$ cat src/design/color_histogram_model_builder_defines.svh
// assertion macros shared by the color histogram model builder rtl
// expects clk and rst_n in the scope of each use
`ifndef COLOR_HISTOGRAM_MODEL_BUILDER_DEFINES_SVH
`define COLOR_HISTOGRAM_MODEL_BUILDER_DEFINES_SVH

// same-cycle implication
`define CHMB_ASSERT_NOW(lbl, pre, post, msg) \
  lbl: assert property (@(posedge clk) disable iff (!rst_n) (pre) |-> (post)) \
    else $error(msg);

// next-cycle implication
`define CHMB_ASSERT_NEXT(lbl, pre, post, msg) \
  lbl: assert property (@(posedge clk) disable iff (!rst_n) (pre) |=> (post)) \
    else $error(msg);

`endif

$ cat src/design/chmb_pkg.sv
// shared types and constants for the color histogram model builder
// no dependencies
package chmb_pkg;

  localparam int NUM_BINS   = 256;
  localparam int COUNT_BITS = 16;
  localparam int BIN_W      = 8;
  localparam int KIND_W     = 2;
  localparam int LEVEL_W    = 8;
  localparam int CFG_W      = 8;
  localparam int CFG_IDX_W  = 2;
  localparam int BIN_AW     = $clog2(NUM_BINS);
  localparam int PROD_W     = COUNT_BITS + LEVEL_W;
  localparam int STEP_W     = $clog2(LEVEL_W);
  localparam int QDEPTH     = 4;
  localparam int QAW        = $clog2(QDEPTH);
  localparam int QCNT_W     = QAW + 1;

  // input item codes
  localparam logic [KIND_W-1:0] KIND_COUNT = 2'd0;
  localparam logic [KIND_W-1:0] KIND_READ  = 2'd1;
  localparam logic [KIND_W-1:0] KIND_CLEAR = 2'd2;

  // configuration register indexes
  localparam logic [CFG_IDX_W-1:0] CFG_GRAY_LOW  = 2'd0;
  localparam logic [CFG_IDX_W-1:0] CFG_GRAY_HIGH = 2'd1;
  localparam logic [CFG_IDX_W-1:0] CFG_NOISE     = 2'd2;

  localparam logic [CFG_W-1:0] GRAY_LOW_RST  = 8'd81;
  localparam logic [CFG_W-1:0] GRAY_HIGH_RST = 8'd88;
  localparam logic [CFG_W-1:0] NOISE_RST     = 8'd20;

  localparam logic [COUNT_BITS-1:0] COUNT_MAX = '1;
  localparam logic [LEVEL_W-1:0]    LEVEL_MAX = '1;

  typedef enum logic [1:0] {
    OP_COUNT,
    OP_READ,
    OP_CLEAR
  } op_t;

  typedef struct packed {
    op_t              op;
    logic [BIN_W-1:0] bin;
    logic             in_range;
  } cmd_t;

  typedef enum logic [2:0] {
    ST_IDLE,
    ST_CNT_WR,
    ST_RD_MUL,
    ST_RD_SAT,
    ST_RD_DIV,
    ST_RD_OUT
  } state_t;

endpackage

$ cat src/design/chmb_back.sv
// back end: bin count store, running peak, iterative normalizer, result register
// depends on chmb_pkg and the shared assertion macro header
`include "color_histogram_model_builder_defines.svh"

module chmb_back (
  input  logic                           clk,
  input  logic                           rst_n,
  input  logic                           q_valid,
  input  chmb_pkg::cmd_t                 q_cmd,
  output logic                           q_ready,
  input  logic                           cfg_we,
  input  logic [chmb_pkg::CFG_IDX_W-1:0] cfg_index,
  input  logic [chmb_pkg::CFG_W-1:0]     cfg_data,
  output logic                           out_valid,
  input  logic                           out_ready,
  output logic [chmb_pkg::LEVEL_W-1:0]   out_level,
  output logic [chmb_pkg::BIN_W-1:0]     out_read_bin
);

  chmb_pkg::state_t                  state_r, state_nxt;
  chmb_pkg::cmd_t                    cmd_r, cmd_nxt;
  logic [chmb_pkg::NUM_BINS-1:0]     valid_r, valid_nxt;
  logic [chmb_pkg::COUNT_BITS-1:0]   peak_r, peak_nxt;
  logic [chmb_pkg::PROD_W-1:0]       prod_r, prod_nxt;
  logic [chmb_pkg::PROD_W-1:0]       rem_r, rem_nxt;
  logic [chmb_pkg::LEVEL_W-1:0]      quo_r, quo_nxt;
  logic [chmb_pkg::STEP_W-1:0]       step_r, step_nxt;
  logic                              zero_r, zero_nxt;
  logic                              out_valid_r, out_valid_nxt;
  logic [chmb_pkg::LEVEL_W-1:0]      out_level_r, out_level_nxt;
  logic [chmb_pkg::BIN_W-1:0]        out_bin_r, out_bin_nxt;
  logic [chmb_pkg::CFG_W-1:0]        gray_low_r, gray_high_r, noise_r;

  logic [chmb_pkg::COUNT_BITS-1:0]   mem [chmb_pkg::NUM_BINS];
  logic [chmb_pkg::COUNT_BITS-1:0]   mem_q_r;
  logic                              mem_we;
  logic [chmb_pkg::BIN_AW-1:0]       rd_idx;
  logic [chmb_pkg::BIN_AW-1:0]       cur_idx;
  logic                              cur_gray;
  logic [chmb_pkg::COUNT_BITS-1:0]   c_old, c_new;
  logic                              rd_ok;
  logic [chmb_pkg::COUNT_BITS-1:0]   eff_count;
  logic [chmb_pkg::PROD_W-1:0]       peak_sh8;
  logic [chmb_pkg::PROD_W-1:0]       div_sub;

  assign rd_idx    = chmb_pkg::BIN_AW'(q_cmd.bin);
  assign cur_idx   = chmb_pkg::BIN_AW'(cmd_r.bin);
  assign cur_gray  = (cmd_r.bin >= gray_low_r) && (cmd_r.bin <= gray_high_r);
  assign c_old     = valid_r[cur_idx] ? mem_q_r : '0;
  assign c_new     = (c_old == chmb_pkg::COUNT_MAX) ? c_old : c_old + 1'b1;
  assign rd_ok     = cmd_r.in_range && valid_r[cur_idx] && !cur_gray && (peak_r != '0);
  assign eff_count = rd_ok ? mem_q_r : '0;
  assign peak_sh8  = chmb_pkg::PROD_W'(peak_r) << chmb_pkg::LEVEL_W;
  assign div_sub   = chmb_pkg::PROD_W'(peak_r) << step_r;

  always_comb begin
    state_nxt     = state_r;
    cmd_nxt       = cmd_r;
    valid_nxt     = valid_r;
    peak_nxt      = peak_r;
    prod_nxt      = prod_r;
    rem_nxt       = rem_r;
    quo_nxt       = quo_r;
    step_nxt      = step_r;
    zero_nxt      = zero_r;
    out_valid_nxt = out_valid_r && !out_ready;
    out_level_nxt = out_level_r;
    out_bin_nxt   = out_bin_r;
    mem_we        = 1'b0;
    q_ready       = 1'b0;
    case (state_r)
      chmb_pkg::ST_IDLE: begin
        q_ready = 1'b1;
        if (q_valid) begin
          cmd_nxt = q_cmd;
          case (q_cmd.op)
            chmb_pkg::OP_COUNT: state_nxt = chmb_pkg::ST_CNT_WR;
            chmb_pkg::OP_READ:  state_nxt = chmb_pkg::ST_RD_MUL;
            chmb_pkg::OP_CLEAR: begin
              valid_nxt = '0;
              peak_nxt  = '0;
            end
            default: state_nxt = chmb_pkg::ST_IDLE;
          endcase
        end
      end
      chmb_pkg::ST_CNT_WR: begin
        // stored count arrived from the read issued at pop
        mem_we             = 1'b1;
        valid_nxt[cur_idx] = 1'b1;
        if (!cur_gray && (c_new > peak_r)) begin
          peak_nxt = c_new;
        end
        state_nxt = chmb_pkg::ST_IDLE;
      end
      chmb_pkg::ST_RD_MUL: begin
        prod_nxt  = chmb_pkg::PROD_W'(eff_count) * chmb_pkg::PROD_W'(chmb_pkg::LEVEL_MAX);
        zero_nxt  = !rd_ok;
        state_nxt = chmb_pkg::ST_RD_SAT;
      end
      chmb_pkg::ST_RD_SAT: begin
        quo_nxt  = '0;
        rem_nxt  = prod_r;
        step_nxt = chmb_pkg::STEP_W'(chmb_pkg::LEVEL_W - 1);
        if (zero_r) begin
          state_nxt = chmb_pkg::ST_RD_OUT;
        end else if (prod_r >= peak_sh8) begin
          // quotient would not fit in a level
          quo_nxt   = chmb_pkg::LEVEL_MAX;
          state_nxt = chmb_pkg::ST_RD_OUT;
        end else begin
          state_nxt = chmb_pkg::ST_RD_DIV;
        end
      end
      chmb_pkg::ST_RD_DIV: begin
        // restoring division, one quotient bit a cycle
        if (rem_r >= div_sub) begin
          rem_nxt         = rem_r - div_sub;
          quo_nxt[step_r] = 1'b1;
        end
        if (step_r == '0) begin
          state_nxt = chmb_pkg::ST_RD_OUT;
        end else begin
          step_nxt = step_r - 1'b1;
        end
      end
      chmb_pkg::ST_RD_OUT: begin
        if (!out_valid_r || out_ready) begin
          out_valid_nxt = 1'b1;
          out_level_nxt = (quo_r <= noise_r) ? '0 : quo_r;
          out_bin_nxt   = cmd_r.bin;
          state_nxt     = chmb_pkg::ST_IDLE;
        end
      end
      default: begin
        state_nxt = chmb_pkg::ST_IDLE;
      end
    endcase
  end

  always_ff @(posedge clk) begin
    if (!rst_n) begin
      state_r     <= chmb_pkg::ST_IDLE;
      valid_r     <= '0;
      peak_r      <= '0;
      out_valid_r <= 1'b0;
      gray_low_r  <= chmb_pkg::GRAY_LOW_RST;
      gray_high_r <= chmb_pkg::GRAY_HIGH_RST;
      noise_r     <= chmb_pkg::NOISE_RST;
    end else begin
      state_r     <= state_nxt;
      valid_r     <= valid_nxt;
      peak_r      <= peak_nxt;
      out_valid_r <= out_valid_nxt;
      if (cfg_we) begin
        case (cfg_index)
          chmb_pkg::CFG_GRAY_LOW:  gray_low_r  <= cfg_data;
          chmb_pkg::CFG_GRAY_HIGH: gray_high_r <= cfg_data;
          chmb_pkg::CFG_NOISE:     noise_r     <= cfg_data;
          default:                 noise_r     <= noise_r;
        endcase
      end
    end
  end

  always_ff @(posedge clk) begin
    cmd_r       <= cmd_nxt;
    prod_r      <= prod_nxt;
    rem_r       <= rem_nxt;
    quo_r       <= quo_nxt;
    step_r      <= step_nxt;
    zero_r      <= zero_nxt;
    out_level_r <= out_level_nxt;
    out_bin_r   <= out_bin_nxt;
  end

  // count store, registered read
  always_ff @(posedge clk) begin
    if (mem_we) begin
      mem[cur_idx] <= c_new;
    end
    mem_q_r <= mem[rd_idx];
  end

  assign out_valid    = out_valid_r;
  assign out_level    = out_level_r;
  assign out_read_bin = out_bin_r;

  `CHMB_ASSERT_NEXT(a_clear, state_r == chmb_pkg::ST_IDLE && q_valid && q_cmd.op == chmb_pkg::OP_CLEAR, peak_r == '0 && valid_r == '0, "clear left state behind")
  `CHMB_ASSERT_NOW(a_div_peak, state_r == chmb_pkg::ST_RD_DIV, peak_r != '0, "divide with zero peak")
  `CHMB_ASSERT_NOW(a_out_src, $rose(out_valid_r), $past(state_r) == chmb_pkg::ST_RD_OUT, "result without read")

endmodule

$ cat config.mk
export PLATFORM = sky130hd
export DESIGN_NAME = chmb_back
export DESIGN_NICKNAME = d
export VERILOG_FILES = /design/src/design/chmb_pkg.sv /design/src/design/chmb_back.sv
export VERILOG_INCLUDE_DIRS = /design/src /design/src/design
export SDC_FILE = /design/constraint.sdc
export NUM_CORES = 2
export LEC_CHECK = 0
export ABC_CLOCK_PERIOD_IN_PS = 15500
export BUFFER_PORTS_ARGS = -buffer_cell sky130_fd_sc_hd__buf_2
export CORE_ASPECT_RATIO = 1.75
export CORE_MARGIN = 10
export CORE_UTILIZATION = 55
export DETAILED_ROUTE_END_ITERATION = 8
export PLACE_DENSITY = 0.73
export SLEW_MARGIN = 20
export SYNTH_ARGS = -nofsm -noshare
export SYNTH_HDL_FRONTEND = slang
export SYNTH_SLANG_ARGS = --single-unit
$ cat constraint.sdc
create_clock -name clk -period 15.5 [get_ports clk]
set_clock_uncertainty 0.15 [all_clocks]
set_input_delay 3.875 -clock clk [delete_from_list [all_inputs] [get_ports clk]]
set_output_delay 3.875 -clock clk [all_outputs]
set_load 0.01 [all_outputs]
==> summary.txt <==
Status
  • Outcome: finished clean

Routing
  • Routed WL per cell: between 30 and 40 um
  • Vias: 86,100
  • DR WL met2: 226,000 um
  • DR DRC count: 0
  • Total Routed Length: roughly 430,000 um
  • Detailed Route Iter0 Violations: between 9,000 and 10,000
  • Wl on met1: 142,000 um
  • Vias/cell: 6.46
  • DR top layer: met5
  • Met3 wire len: between 30,000 and 40,000 um
  • Initial DRT Pass Iterations: 8
  • Antenna viol nets, final: 0

STA
  • Final period utilization: 61.9%
  • Least-Margin Pin Slew: approximately 1300 ps
  • Max Slew Vio Count: 0
  • Post-layout minimum cycle time: 9600 ps
  • RSZ-0062 raised after global routing: no
  • Final Setup Violations: 0
  • Final hold vios: 0
  • Rel. slew slack: roughly 14%
  • Max Freq: 104 MHz
  • Final setup margin: 5900 ps
  • Setup TNS: 0 ps

Floorplan
  • Total die area: 0.347 mm^2
  • # rows: 276
  • Initial Utilization: 55.2%
  • Core box area: 0.322 mm^2
  • Die X: 450 um
  • Io pins: 44
  • Die Height: 772 um

Clocking
  • CTS tree: yes
  • CTS root buf: clkbuf_16
  • CTS Buffer Depth: 4
  • Hold Buf Count CTS: 0
  • Clk sinks: 4,497
  • Post-CTS Setup Inserts: 0
  • Worst-Skew Late Latency: roughly 950 ps
  • Total CTS buffers: 370
  • Htree depth: 5
  • Post-cts sizing count: 0
  • Reg clk slew, reported paths: roughly 70 ps

Logic synthesis
  • #FFs+latches synth: 4,497
  • Post-Syn Area per Cell: 21.2 um^2
  • FFs w/ async S/R, synth: 0%
  • Seq/Total Area, Yosys: 74.2%
  • Synth Instances: 8,383
  • EDFF count, synth: between 4,000 and 5,000
  • Synth cell types: 69
  • Syn_nets: 8,604
  • Synth warn: 0
  • Mapped Area: 0.178 mm^2
  • Synth Flop Type: edfxtp_1

Worst setup path
  • Most frequent CP cell: buf_4
  • Crit-path slowest cell: buf_4
  • Worst setup SP type: flip-flop
  • CP arrival: 10,090 ps
  • Critical Path RT: 15,990 ps
  • CP max stage delay: 880 ps
  • CP Max Fanout: 57
  • CP Class: flip-flop to flip-flop
  • Crit end category: flip-flop

Finish
  • Fillers: roughly 22,000
  • Final Util: between 60 and 70%
  • Reg area: roughly 0.13 mm^2
  • Area of the multi-input gates: 0.0435 mm^2
  • Layout cells sized above 1: between 20% and 30%
  • Post-route cell area: 0.197 mm^2
  • Area grow syn2layout: 10.7%
  • Non-Filler Instances: 13,300
  • Final nets: 8,938

Global routing
  • Global route overflow: 0
  • Tot GR Track Use: 24.8%
  • First-pass GRT wire length: 632,000 um
  • Initial antenna violation count: 32
  • Via count of the first global-routing pass: roughly 90,000
  • Largest net degree at the start of global routing: between 150 and 200

Placement
  • Final RePlAce weighted congestion: 0.886
  • Setup WS pre-CTS: 5980 ps
  • Post-placement cell count: 12,700
  • IO buf count: 43
  • Final HPWL DP: ~260,000 um
  • DP Area: between 0.15 and 0.2 mm^2

Hold path
  • Hold WC Path Type: flip-flop to flip-flop

Flow run
  • # Max-Cap Violations: 0

Power
  • Static leakage: 63.0 nW
  • Power per cell area: 125 mW/mm^2
  • Maximum VDD drop: 0.0938 mV
path summary, 6_finish.rpt:
path / depth (start not counted) / start / slack (ps) / to
worst min register to register: 2 / valid_r[214] / 310 / valid_r[214]
worst min-delay path: 2 / valid_r[214] / 310 / valid_r[214]
worst max register to register: 30 / cur_idx[0] / 5900 / prod_r[17]
worst max-delay path: 30 / cur_idx[0] / 5900 / prod_r[17]
Yosys cell counts, types with 10 or more instances:
library cell | count | share of area, %
and2_1 | 23 | 0.081
clkbuf_1 | 296 | 0.63
o21bai_1 | 11 | 0.046
mux2i_1 | 55 | 0.31
a21o_1 | 23 | 0.097
mux4_2 | 1418 | 18
o22ai_1 | 10 | 0.035
buf_2 | 67 | 0.19
dfxtp_1 | 316 | 3.6
a21oi_1 | 332 | 0.94
ha_1 | 127 | 0.89
nand4_1 | 16 | 0.056
xor2_1 | 20 | 0.099
nand2b_1 | 21 | 0.074
o211ai_1 | 11 | 0.046
nor2_1 | 606 | 1.3
nand3_1 | 45 | 0.13
xnor2_1 | 34 | 0.17
inv_1 | 177 | 0.37
o21a_1 | 17 | 0.072
nor3_1 | 38 | 0.11
buf_4 | 19 | 0.080
fa_1 | 68 | 0.77
a22oi_1 | 21 | 0.089
nand2_1 | 150 | 0.32
buf_1 | 72 | 0.15
o21ai_0 | 58 | 0.16
edfxtp_1 | 4181 | 71
nor2b_1 | 34 | 0.12
report_power, final:
part,internal [mW],switching [mW]
Combinational,0.508,1.13
Clock,5.07,4.23
Sequential,13.6,0.0370
Total,19.2,5.40
layer usage:
metal | global-route usage [%] | vias up
met5 | 0 | -
met4 | 14.3 | 14
met3 | 3.71 | 1074
met2 | 43.5 | 4296
met1 | 29.2 | 45600
li1 | - | 35200
state kept, by name (all words and copies together), names as in the netlist:
signal,flops
noise_r,8
state_r,3
out_level,8
gray_high_r,8
cur_idx,8
out_read_bin,8
quo_r,8
zero_r,1
gray_low_r,8
mem,4096
valid_r,256
cmd_r,1
prod_r,24
mem_q_r,16
step_r,3
peak_r,16
rem_r,24
out_valid,1
logic make-up (layout without fill, tap and decap cells):
group,count (synthesis),count (layout),share of synthesized area [%]
AOI/OAI and AO/OA,552,552,1.81
adders and majority gates,195,195,1.66
xor gates and xnor gates,54,54,0.266
DFF,4497,4497,74.2
and+or+nand+nor,971,971,2.31
buffers and inverters,639,1265,1.45
other,0,19,0
muxes,1475,1475,18.3
cell usage in the layout, fill, tap and decap left out, drive strengths merged, types with 10 or more instances in the layout:
| cell type | count |
|---|---|
| a21o | 23 |
| a21oi | 332 |
| a22oi | 21 |
| and2 | 23 |
| buf | 421 |
| bufinv | 33 |
| clkbuf | 449 |
| clkinv | 153 |
| clkinvlp | 20 |
| dfxtp | 316 |
| diode | 19 |
| edfxtp | 4181 |
| fa | 68 |
| ha | 127 |
| inv | 189 |
| mux2i | 55 |
| mux4 | 1418 |
| nand2 | 150 |
| nand2b | 21 |
| nand3 | 45 |
| nand4 | 16 |
| nor2 | 606 |
| nor2b | 34 |
| nor3 | 38 |
| o211ai | 11 |
| o21a | 17 |
| o21ai | 59 |
| o21bai | 11 |
| o22ai | 10 |
| xnor2 | 34 |
| xor2 | 20 |
through the flow:
step                      hold slack (ps)  total power [mW]
after floorplan                       278              15.0
after global placement                292              15.5
after detailed placement              299              15.5
after CTS                             315              24.7
after global routing                  332              25.2
final                                 314              24.6
worst max-delay path, delay by kind of cell (launching register included):
kind	cells	cell delay, ps
multiplexers	1	620
adder cells (fa/ha/maj)	5	2030
AO/OA/AOI/OAI	11	2340
AND/OR/NAND/NOR	5	990
XOR/XNOR	1	90
flip-flops	1	700
buffers and inverters	7	2230
layout make-up:
type	instances	share of cell area (%)
Antenna cell	19	0.0242
Multi-Input combinational cell	3247	22.1
Tap cell	4309	2.74
Sequential cell	4497	67.0
Clock inverter	215	1.01
Clock buffer	449	4.99
Timing Repair Buffer	421	1.73
Inverter	180	0.347
(Power assumes the default switching activity.)
